## src/hw/rtl/challenge_handshake_table_unit_assert.svh

```systemverilog
// ----------------------------------------------------------------------------
// Challenge handshake table assertion macros
// Shared wrappers for the concurrent checks of the challenge handshake table.
// ----------------------------------------------------------------------------
`ifndef CHALLENGE_HANDSHAKE_TABLE_UNIT_ASSERT_SVH
`define CHALLENGE_HANDSHAKE_TABLE_UNIT_ASSERT_SVH

// A condition that must hold at every clock edge out of reset.
`define CHTAB_ASSERT_ALWAYS(label, cond, msg) \
    label: assert property (@(posedge i_clk) disable iff (!i_rst_n) (cond)) \
        else $error(msg);

// A condition that must hold in the cycle after the trigger.
`define CHTAB_ASSERT_NEXT(label, trig, cond, msg) \
    label: assert property (@(posedge i_clk) disable iff (!i_rst_n) (trig) |=> (cond)) \
        else $error(msg);

`endif

```

## src/hw/rtl/chtab_pkg.sv

```systemverilog
// ----------------------------------------------------------------------------
// Challenge handshake table package
// Payload types, request and reply codes, and fixed constants.
// ----------------------------------------------------------------------------
`default_nettype none

package chtab_pkg;

    // Request kinds carried in the func field.
    typedef enum logic [1:0] {
        FUNC_GET_CHALLENGE = 2'd0,
        FUNC_CONNECT       = 2'd1,
        FUNC_TICK          = 2'd2
    } t_func;

    // Reply kinds.
    typedef enum logic [1:0] {
        REPLY_CHALLENGE    = 2'd0,
        REPLY_TABLE_FULL   = 2'd1,
        REPLY_CONNECTED    = 2'd2,
        REPLY_CLIENTS_FULL = 2'd3
    } t_reply_kind;

    // Input transfer payload.
    typedef struct packed {
        logic [1:0]  func;
        logic [47:0] client_addr;
        logic [31:0] challenge_value;
        logic [31:0] random_word;
        logic [31:0] now_ms;
    } t_req;

    // Output transfer payload.
    typedef struct packed {
        t_reply_kind reply_kind;
        logic [47:0] reply_addr;
        logic [19:0] reply_challenge;
        logic [3:0]  client_slot;
    } t_reply;

    // One pending challenge entry.
    typedef struct packed {
        logic [47:0] addr;
        logic [19:0] chal;
        logic [31:0] issue_time;
    } t_pend_entry;

    // Controller states.
    typedef enum logic [2:0] {
        ST_IDLE,
        ST_SRCH_RD,
        ST_SRCH_CHK,
        ST_MOD_WAIT,
        ST_TICK_RD,
        ST_TICK_CHK,
        ST_TICK_MOVE,
        ST_EMIT
    } t_state;

    localparam logic [31:0] TIMEOUT_RESET = 32'd10000;
    localparam logic [20:0] CHAL_MOD      = 21'd1000000;
    // Reciprocal of one million scaled by 2^50 and rounded up; the quotient it
    // gives is exact for every 32-bit word.
    localparam logic [31:0] CHAL_RECIP    = 32'h431B_DE83;
    localparam int          CHAL_SHIFT    = 50;

endpackage

`default_nettype wire

```

## src/hw/rtl/challenge_handshake_table_unit.sv

```systemverilog
// ----------------------------------------------------------------------------
// Challenge handshake table unit
// Server-side pending challenge table and client slot allocator.
// ----------------------------------------------------------------------------
// Requests arrive on the input channel (i_in_valid / o_in_stall) and replies
// leave on the output channel (o_out_valid / i_out_stall). One request is
// handled at a time; o_in_stall is high from the transfer until the unit is
// idle again, and the next transfer can come once it is. Each searched
// pending entry is read through the single read port of the memory.
// A new challenge is replied after all stored entries are searched, with the
// remainder computed alongside; a full table replies after the search too.
// A matching connect replies once the search reaches the matching entry.
// Requests with no reply finish at an entry with their address, or when the
// search runs off the end. A timeout tick reads and checks every entry; a
// removed entry is replaced by the last one, which is checked next.
// Replies sit in an output register, so the next request is taken while a
// reply waits; if the receiver stalls and a second reply is ready, the unit
// holds it and stalls its input until the output register frees up. Reset
// empties both tables and sets the timeout to 10000 ms; timeout writes on
// i_cfg_wr_en are taken at any time but are meant for an idle unit.
// ----------------------------------------------------------------------------
`default_nettype none

module challenge_handshake_table_unit
    import chtab_pkg::*;
#(
    parameter int MAX_PENDING = 16,
    parameter int MAX_CLIENTS = 16
) (
    input  wire logic        i_clk,
    input  wire logic        i_rst_n,
    input  wire logic        i_in_valid,
    output logic             o_in_stall,
    input  wire t_req        i_in_data,
    output logic             o_out_valid,
    input  wire logic        i_out_stall,
    output t_reply           o_out_data,
    input  wire logic        i_cfg_wr_en,
    input  wire logic [31:0] i_cfg_wr_data
);

    `include "challenge_handshake_table_unit_assert.svh"

    localparam int PW  = $clog2(MAX_PENDING + 1);
    localparam int PIW = (MAX_PENDING > 1) ? $clog2(MAX_PENDING) : 1;
    localparam int CW  = $clog2(MAX_CLIENTS + 1);

    t_state          r_state, n_state;
    t_req            r_req;
    t_reply          r_res, n_res;
    t_reply          r_out_data;
    logic            r_out_valid;
    logic [31:0]     r_timeout;
    logic [PW-1:0]   r_idx, n_idx;
    logic [PW-1:0]   r_pend_count, n_pend_count;
    logic [CW-1:0]   r_cli_count, n_cli_count;

    logic            w_in_accept;
    logic            w_out_free;
    logic            w_idx_end;
    logic            w_pend_full;
    logic            w_cli_full;
    logic            w_addr_hit;
    logic            w_chal_hit;
    logic            w_expired;
    logic            w_is_get;
    logic            w_is_conn;
    logic [PIW-1:0]  w_last_idx;

    logic            mem_rd_en;
    logic [PIW-1:0]  mem_rd_addr;
    t_pend_entry     mem_rd_data;
    logic            mem_wr_en;
    logic [PIW-1:0]  mem_wr_addr;
    t_pend_entry     mem_wr_data;

    logic            mod_start;
    logic            mod_done;
    logic [19:0]     mod_rem;

    chtab_pend_mem #(
        .DEPTH(MAX_PENDING)
    ) u_pend_mem (
        .i_clk     (i_clk),
        .i_rd_en   (mem_rd_en),
        .i_rd_addr (mem_rd_addr),
        .o_rd_data (mem_rd_data),
        .i_wr_en   (mem_wr_en),
        .i_wr_addr (mem_wr_addr),
        .i_wr_data (mem_wr_data)
    );

    chtab_mod_unit u_mod_unit (
        .i_clk   (i_clk),
        .i_rst_n (i_rst_n),
        .i_start (mod_start),
        .i_value (i_in_data.random_word),
        .o_done  (mod_done),
        .o_rem   (mod_rem)
    );

    // Handshake and status terms.
    assign o_in_stall  = (r_state != ST_IDLE);
    assign w_in_accept = i_in_valid && !o_in_stall;
    assign w_out_free  = !r_out_valid || !i_out_stall;
    assign w_idx_end   = (r_idx >= r_pend_count);
    assign w_pend_full = (r_pend_count >= PW'(MAX_PENDING));
    assign w_cli_full  = (r_cli_count >= CW'(MAX_CLIENTS));
    assign w_addr_hit  = (mem_rd_data.addr == r_req.client_addr);
    assign w_chal_hit  = ({12'd0, mem_rd_data.chal} == r_req.challenge_value);
    assign w_expired   = (32'(r_req.now_ms - mem_rd_data.issue_time) > r_timeout);
    assign w_is_get    = (r_req.func == FUNC_GET_CHALLENGE);
    assign w_is_conn   = (r_req.func == FUNC_CONNECT);
    assign w_last_idx  = PIW'(r_pend_count - 1'b1);

    // Next state.
    always_comb begin
        n_state = r_state;
        case (r_state)
            ST_IDLE: begin
                if (w_in_accept) begin
                    case (i_in_data.func)
                        FUNC_GET_CHALLENGE: n_state = ST_SRCH_RD;
                        FUNC_CONNECT:       n_state = ST_SRCH_RD;
                        FUNC_TICK:          n_state = ST_TICK_RD;
                        default:            n_state = ST_IDLE;
                    endcase
                end
            end
            ST_SRCH_RD: begin
                if (!w_idx_end) begin
                    n_state = ST_SRCH_CHK;
                end else if (w_is_get) begin
                    n_state = w_pend_full ? ST_EMIT : ST_MOD_WAIT;
                end else begin
                    n_state = ST_IDLE;
                end
            end
            ST_SRCH_CHK: begin
                if (!w_addr_hit) begin
                    n_state = ST_SRCH_RD;
                end else if (w_is_conn && w_chal_hit) begin
                    n_state = ST_EMIT;
                end else begin
                    n_state = ST_IDLE;
                end
            end
            ST_MOD_WAIT: begin
                if (mod_done) begin
                    n_state = ST_EMIT;
                end
            end
            ST_TICK_RD: begin
                n_state = w_idx_end ? ST_IDLE : ST_TICK_CHK;
            end
            ST_TICK_CHK: begin
                n_state = w_expired ? ST_TICK_MOVE : ST_TICK_RD;
            end
            ST_TICK_MOVE: begin
                n_state = ST_TICK_RD;
            end
            ST_EMIT: begin
                if (w_out_free) begin
                    n_state = ST_IDLE;
                end
            end
            default: n_state = ST_IDLE;
        endcase
    end

    // Sequencer outputs: memory port, remainder start and table updates.
    always_comb begin
        n_idx        = r_idx;
        n_pend_count = r_pend_count;
        n_cli_count  = r_cli_count;
        n_res        = r_res;
        mem_rd_en    = 1'b0;
        mem_rd_addr  = r_idx[PIW-1:0];
        mem_wr_en    = 1'b0;
        mem_wr_addr  = r_idx[PIW-1:0];
        mem_wr_data  = mem_rd_data;
        mod_start    = 1'b0;
        case (r_state)
            ST_IDLE: begin
                n_idx = '0;
                if (w_in_accept && (i_in_data.func == FUNC_GET_CHALLENGE)) begin
                    mod_start = 1'b1;
                end
            end
            ST_SRCH_RD: begin
                if (!w_idx_end) begin
                    mem_rd_en = 1'b1;
                end else if (w_is_get && w_pend_full) begin
                    n_res = '{reply_kind: REPLY_TABLE_FULL,
                              reply_addr: r_req.client_addr,
                              reply_challenge: '0, client_slot: '0};
                end
            end
            ST_SRCH_CHK: begin
                if (!w_addr_hit) begin
                    n_idx = r_idx + 1'b1;
                end else if (w_is_conn && w_chal_hit) begin
                    if (w_cli_full) begin
                        n_res = '{reply_kind: REPLY_CLIENTS_FULL,
                                  reply_addr: r_req.client_addr,
                                  reply_challenge: '0, client_slot: '0};
                    end else begin
                        n_res = '{reply_kind: REPLY_CONNECTED,
                                  reply_addr: r_req.client_addr,
                                  reply_challenge: '0,
                                  client_slot: 4'(r_cli_count)};
                        n_cli_count = r_cli_count + 1'b1;
                    end
                end
            end
            ST_MOD_WAIT: begin
                if (mod_done) begin
                    // Append the new entry at the end of the table.
                    mem_wr_en    = 1'b1;
                    mem_wr_addr  = r_pend_count[PIW-1:0];
                    mem_wr_data  = '{addr: r_req.client_addr, chal: mod_rem,
                                     issue_time: r_req.now_ms};
                    n_pend_count = r_pend_count + 1'b1;
                    n_res = '{reply_kind: REPLY_CHALLENGE,
                              reply_addr: r_req.client_addr,
                              reply_challenge: mod_rem, client_slot: '0};
                end
            end
            ST_TICK_RD: begin
                if (!w_idx_end) begin
                    mem_rd_en = 1'b1;
                end
            end
            ST_TICK_CHK: begin
                // An expired entry is replaced by the last one, which is checked next.
                if (w_expired) begin
                    mem_rd_en   = 1'b1;
                    mem_rd_addr = w_last_idx;
                end else begin
                    n_idx = r_idx + 1'b1;
                end
            end
            ST_TICK_MOVE: begin
                mem_wr_en    = 1'b1;
                n_pend_count = r_pend_count - 1'b1;
            end
            ST_EMIT: begin
            end
            default: begin
            end
        endcase
    end

    // Control registers.
    always_ff @(posedge i_clk) begin
        if (!i_rst_n) begin
            r_state      <= ST_IDLE;
            r_idx        <= '0;
            r_pend_count <= '0;
            r_cli_count  <= '0;
            r_timeout    <= TIMEOUT_RESET;
        end else begin
            r_state      <= n_state;
            r_idx        <= n_idx;
            r_pend_count <= n_pend_count;
            r_cli_count  <= n_cli_count;
            if (i_cfg_wr_en) begin
                r_timeout <= i_cfg_wr_data;
            end
        end
    end

    // Request capture and pending reply.
    always_ff @(posedge i_clk) begin
        if (w_in_accept) begin
            r_req <= i_in_data;
        end
        r_res <= n_res;
    end

    // Output register; a reply stays until its transfer completes.
    always_ff @(posedge i_clk) begin
        if (!i_rst_n) begin
            r_out_valid <= 1'b0;
        end else if ((r_state == ST_EMIT) && w_out_free) begin
            r_out_valid <= 1'b1;
        end else if (!i_out_stall) begin
            r_out_valid <= 1'b0;
        end
    end

    always_ff @(posedge i_clk) begin
        if ((r_state == ST_EMIT) && w_out_free) begin
            r_out_data <= r_res;
        end
    end

    assign o_out_valid = r_out_valid;
    assign o_out_data  = r_out_data;

    // Checks on table bookkeeping.
    `CHTAB_ASSERT_ALWAYS(a_pend_bound, r_pend_count <= PW'(MAX_PENDING),
        "pending count beyond table depth")
    `CHTAB_ASSERT_ALWAYS(a_cli_bound, r_cli_count <= CW'(MAX_CLIENTS),
        "client count beyond slot limit")
    `CHTAB_ASSERT_NEXT(a_tick_remove, r_state == ST_TICK_MOVE,
        r_pend_count == PW'($past(r_pend_count) - 1'b1),
        "removal did not shrink the pending table")
    `CHTAB_ASSERT_NEXT(a_issue_add, (r_state == ST_MOD_WAIT) && mod_done,
        (r_pend_count == PW'($past(r_pend_count) + 1'b1)) && (r_state == ST_EMIT),
        "issued challenge not stored or not replied")

endmodule

`default_nettype wire

```

## src/hw/rtl/chtab_pend_mem.sv

```systemverilog
// ----------------------------------------------------------------------------
// Pending challenge memory
// One write port and one registered read port holding pending entries.
// ----------------------------------------------------------------------------
`default_nettype none

module chtab_pend_mem
    import chtab_pkg::*;
#(
    parameter int DEPTH = 16
) (
    input  wire logic                          i_clk,
    input  wire logic                          i_rd_en,
    input  wire logic [((DEPTH > 1) ? $clog2(DEPTH) : 1)-1:0] i_rd_addr,
    output t_pend_entry                        o_rd_data,
    input  wire logic                          i_wr_en,
    input  wire logic [((DEPTH > 1) ? $clog2(DEPTH) : 1)-1:0] i_wr_addr,
    input  wire t_pend_entry                   i_wr_data
);

    t_pend_entry r_mem [DEPTH];
    t_pend_entry r_rd_data;

    // Write port.
    always_ff @(posedge i_clk) begin
        if (i_wr_en) begin
            r_mem[i_wr_addr] <= i_wr_data;
        end
    end

    // Registered read port; data appears the cycle after the request.
    always_ff @(posedge i_clk) begin
        if (i_rd_en) begin
            r_rd_data <= r_mem[i_rd_addr];
        end
    end

    assign o_rd_data = r_rd_data;

endmodule

`default_nettype wire

```

## src/hw/rtl/chtab_mod_unit.sv

```systemverilog
// ----------------------------------------------------------------------------
// Challenge remainder unit
// Remainder of a 32-bit word by one million through a reciprocal multiply,
// registered through capture, quotient and remainder stages.
// ----------------------------------------------------------------------------
`default_nettype none

module chtab_mod_unit
    import chtab_pkg::*;
(
    input  wire logic        i_clk,
    input  wire logic        i_rst_n,
    input  wire logic        i_start,
    input  wire logic [31:0] i_value,
    output logic             o_done,
    output logic [19:0]      o_rem
);

    logic        r_mul_vld;
    logic        r_sub_vld;
    logic        r_done;
    logic [31:0] r_value;
    logic [13:0] r_quot;
    logic [19:0] r_rem;
    logic [63:0] w_prod;
    logic [31:0] w_rem_full;

    // The scaled reciprocal gives the quotient in the product's top bits.
    assign w_prod     = {32'd0, r_value} * {32'd0, CHAL_RECIP};
    // What is left after taking out the quotient's multiple of one million.
    assign w_rem_full = r_value - (32'(r_quot) * 32'(CHAL_MOD));

    // Stage control; done stays high until the next start.
    always_ff @(posedge i_clk) begin
        if (!i_rst_n) begin
            r_mul_vld <= 1'b0;
            r_sub_vld <= 1'b0;
            r_done    <= 1'b0;
        end else begin
            r_mul_vld <= i_start;
            r_sub_vld <= r_mul_vld;
            if (i_start) begin
                r_done <= 1'b0;
            end else if (r_sub_vld) begin
                r_done <= 1'b1;
            end
        end
    end

    // Datapath: capture, quotient, remainder.
    always_ff @(posedge i_clk) begin
        if (i_start) begin
            r_value <= i_value;
        end
        if (r_mul_vld) begin
            r_quot <= w_prod[63:CHAL_SHIFT];
        end
        if (r_sub_vld) begin
            r_rem <= w_rem_full[19:0];
        end
    end

    assign o_done = r_done;
    assign o_rem  = r_rem;

endmodule

`default_nettype wire
```

## config.mk

```make
export PLATFORM = sky130hd
export DESIGN_NAME = challenge_handshake_table_unit
export DESIGN_NICKNAME = d
export VERILOG_FILES = /design/src/hw/rtl/chtab_pkg.sv /design/src/hw/rtl/challenge_handshake_table_unit.sv /design/src/hw/rtl/chtab_pend_mem.sv /design/src/hw/rtl/chtab_mod_unit.sv
export VERILOG_INCLUDE_DIRS = /design/src /design/src/hw/rtl
export SDC_FILE = /design/constraint.sdc
export NUM_CORES = 2
export LEC_CHECK = 0
export BUFFER_PORTS_ARGS = -buffer_cell sky130_fd_sc_hd__buf_2
export CORE_MARGIN = 4
export CORE_UTILIZATION = 50
export CTS_CLUSTER_SIZE = 24
export DETAILED_ROUTE_END_ITERATION = 6
export GPL_ROUTABILITY_DRIVEN = 0
export PLACE_DENSITY = 0.65
export SLEW_MARGIN = 10
export SYNTH_ARGS = -nofsm -noshare
export SYNTH_HDL_FRONTEND = slang
export SYNTH_SLANG_ARGS = --single-unit
```

## constraint.sdc

```tcl
create_clock -name i_clk -period 13.53 [get_ports i_clk]
set_input_delay 1.353 -clock i_clk [delete_from_list [all_inputs] [get_ports i_clk]]
set_output_delay 1.353 -clock i_clk [all_outputs]
set_load 0.01 [all_outputs]
```

==> impl_metrics.env <==
export IMPL_status="completed"
export IMPL_path_clk_slew_ps=60
export IMPL_routedWlPerCell_um=26.9
export IMPL_ys_flop_type="edfxtp_1"
export IMPL_relSlewSlack=0.192
export IMPL_die_h_um=449
export IMPL_netlist_area_um2=97400
export IMPL_grt_max_degree=142
export IMPL_drc=0
export IMPL_critPathRequiredTime_ps=14110
export IMPL_synth_seq_area_share=0.636
export IMPL_crit_family="compound AO/OA/AOI/OAI gates"
export IMPL_h_tree_depth=4
export IMPL_pwr_share_seq=0.297
export IMPL_crit_type="reg -> reg"
export IMPL_leakage_nw=38.2
export IMPL_postCtsSetupRepairBufs=0
export IMPL_initial_utilization=0.504
export IMPL_cp_common_cell="inv_1"
export IMPL_r2r_start="r_req[0]"
export IMPL_power_frac_clock=0.213
export IMPL_die_w_um=449
export IMPL_setup_tns_ps=0
export IMPL_drive_gt1_frac=0.119
export IMPL_nets=7424
export IMPL_finalClockSkew_ps=37.7
export IMPL_grt_use_total=0.239
export IMPL_crit_path_end_kind="register"
export IMPL_min_to="o_out_data[73]"
export IMPL_setup_violations=0
export IMPL_grt_overflow=0
export IMPL_power_net_switching_mw=10.4
export IMPL_vias=52700
export IMPL_min_period_ps=8630
export IMPL_power_mw=26.6
export IMPL_post_cts_resized=0
export IMPL_ctsLongestPathBuffers=3
export IMPL_num_rows=161
export IMPL_multi_input_area_um2=32200
export IMPL_antenna_found_initial=3
export IMPL_ff2ff_setup_slack_ps=4900
export IMPL_ir_drop_v=0.000696
export IMPL_postRouteWirelength_um=244000
export IMPL_ys_async_sr_fraction=0
export IMPL_whs_path_depth=0
export IMPL_synth_edf_count=2027
export IMPL_synth_warnings=0
export IMPL_first_pass_iters=5
export IMPL_max_stage_delay_ps=860
export IMPL_nFillCells=14900
export IMPL_via_per_inst=5.81
export IMPL_ff2ff_path_depth=28
export IMPL_power_density_nw_per_um2=246
export IMPL_cts_tree="done"
export IMPL_syn_inst=6042
export IMPL_intPower_mw=16.2
export IMPL_hpwl_um=142000
export IMPL_placed_area_um2=102000
export IMPL_core_area_um2=193000
export IMPL_grt_pass1_vias=53700
export IMPL_register_area_um2=61900
export IMPL_ys_types=68
export IMPL_hold_violations=0
export IMPL_fmax_mhz=116
export IMPL_maxCapViolations=0
export IMPL_num_io_pins=259
export IMPL_insertion_delay_ps=840
export IMPL_synth_nets=7092
export IMPL_ant_nets=0
export IMPL_grt_pass1_wl_um=358000
export IMPL_cp_slowest_cell="buf_4"
export IMPL_cp_max_fo=73
export IMPL_hp_start="r_res[73]"
export IMPL_areaGrowthSynthToFinish_pct=11.2
export IMPL_worst_pin_slew_ps=1200
export IMPL_numCtsBuffers=206
export IMPL_synth_seq_cells=2081
export IMPL_reg2reg_to="u_pend_mem.o_rd_data[16]"
export IMPL_stdcell_area_um2=108000
export IMPL_fin_crit_sh=0.638
export IMPL_cp_buffers_inverters=6
export IMPL_p_sw_frac=0.391
export IMPL_arrival_ps=9210
export IMPL_dieArea_um2=202000
export IMPL_cts_sinks=2081
export IMPL_drv_slew=0
export IMPL_root_buffer="clkbuf_16"
export IMPL_hp_class="reg -> reg"
export IMPL_io_buffer_count=258
export IMPL_drtIter0Drc=4825
export IMPL_startpoint_type="register"
export IMPL_rsz0062_at_grt="no"
export IMPL_avgSynthCellArea_um2=16.1
export IMPL_p_comb_frac=0.491
export IMPL_cts_hold_buf=0
-- routing by layer --
metal	up-vias	track usage	share of wire
met5	-	0	0
met4	0	0.0730	0.030
met3	349	0.0321	0.059
met2	1762	0.395	0.49
met1	27200	0.332	0.43
li1	23400	-	-
-- sequential cells by signal, indices dropped and copies added, names as in the netlist --
name / count
r_state: 3
r_idx: 5
o_out_valid: 1
u_mod_unit.r_mul_vld: 1
u_mod_unit.r_quot: 13
u_mod_unit.r_value: 32
r_timeout: 32
u_mod_unit.o_done: 1
r_pend_count: 5
o_out_data: 74
u_pend_mem.o_rd_data: 100
r_req: 114
u_mod_unit.o_rem: 20
r_cli_count: 5
u_pend_mem.r_mem: 1600
r_res: 74
u_mod_unit.r_sub_vld: 1
-- cell type report --
type	instances	area share
tap	2526	0.0292
multi-input combinational	3166	0.298
sequential	2081	0.572
inverter	579	0.0201
timing repair buffer	340	0.0185
antenna	1	0.0000231
clock buffer	250	0.0501
clock inverter	128	0.0119
-- through the flow --
stage / worst slack (ps) / cells / utilization / hold WS, ps
final: 4900 / 9071 / 0.560 / 416
after global placement: 5100 / 8692 / 0.526 / 402
after CTS: 5010 / 9070 / 0.560 / 416
after floorplan: 6220 / 6042 / - / 400
after global routing: 4390 / 9071 / 0.560 / 413
after detailed placement: 5030 / 8692 / 0.526 / 405
-- logic make-up (layout without fill, tap and decap cells) --
| group | after synthesis | after routing | share of synthesized area |
|---|---|---|---|
| buffers and inverters | 795 | 1297 | 0.0360 |
| adder cells (fa/ha/maj) | 867 | 867 | 0.141 |
| flip-flops | 2081 | 2081 | 0.636 |
| AND/OR/NAND/NOR | 492 | 492 | 0.0286 |
| other | 0 | 1 | 0 |
| XOR/XNOR | 172 | 172 | 0.0155 |
| multiplexers | 928 | 928 | 0.0967 |
| AO/OA/AOI/OAI | 707 | 707 | 0.0465 |
-- power by group through the flow --
stage          logic (mW)  registers [mW]  clock network (mW)
2_1_floorplan        9.50            7.91                   0
5_1_grt              14.8            7.90                6.03
3_3_place_gp         12.8            8.02                   0
4_1_cts              13.0            7.89                5.75
6_report             13.0            7.89                5.65
3_5_place_dp         12.9            8.03                   0
-- cell usage after synthesis, types with 66 or more instances --
cell | n | area [µm²]
fa_1 | 379 | 7590
mux2_2 | 99 | 1110
buf_2 | 88 | 440
ha_1 | 488 | 6110
xnor2_1 | 78 | 683
a21oi_1 | 82 | 410
mux2i_1 | 829 | 8300
nor2_1 | 91 | 342
or4_1 | 103 | 773
nand2_1 | 66 | 248
xor2_1 | 94 | 823
edfxtp_1 | 2027 | 60900
inv_1 | 577 | 2170
o22ai_1 | 400 | 2500
-- worst max-delay path by stage --
| stage | start | cells after the start | endpoint |
|---|---|---|---|
| 6_report | r_req[0] | 28 | u_pend_mem.o_rd_data[16] |
| 5_1_grt | r_req[0] | 28 | u_pend_mem.o_rd_data[53] |
| 4_1_cts | r_req[0] | 28 | u_pend_mem.o_rd_data[52] |
| 3_5_place_dp | r_req[0] | 28 | u_pend_mem.o_rd_data[90] |
| 3_3_place_gp | r_req[0] | 27 | u_pend_mem.o_rd_data[84] |
| 2_1_floorplan | r_req[122] | 8 | r_res[0] |
-- cells in the final DEF (no fill, tap or decap), types with 46 or more instances in the layout --
cell and count:
nor2_1 73, a21oi_1 81, ha_1 488, nand2_1 64
a21o_1 47, buf_2 258, o22ai_1 400, clkbuf_16 209
mux2i_1 828, or4_1 103, xnor2_1 78, o21ai_0 49
fa_1 379, mux2_2 99, edfxtp_1 2027, dfxtp_1 54
buf_4 74, nor2b_1 46, clkinv_1 52, xor2_1 94
inv_1 577
No activity file was read; power rests on OpenSTA's default activity.
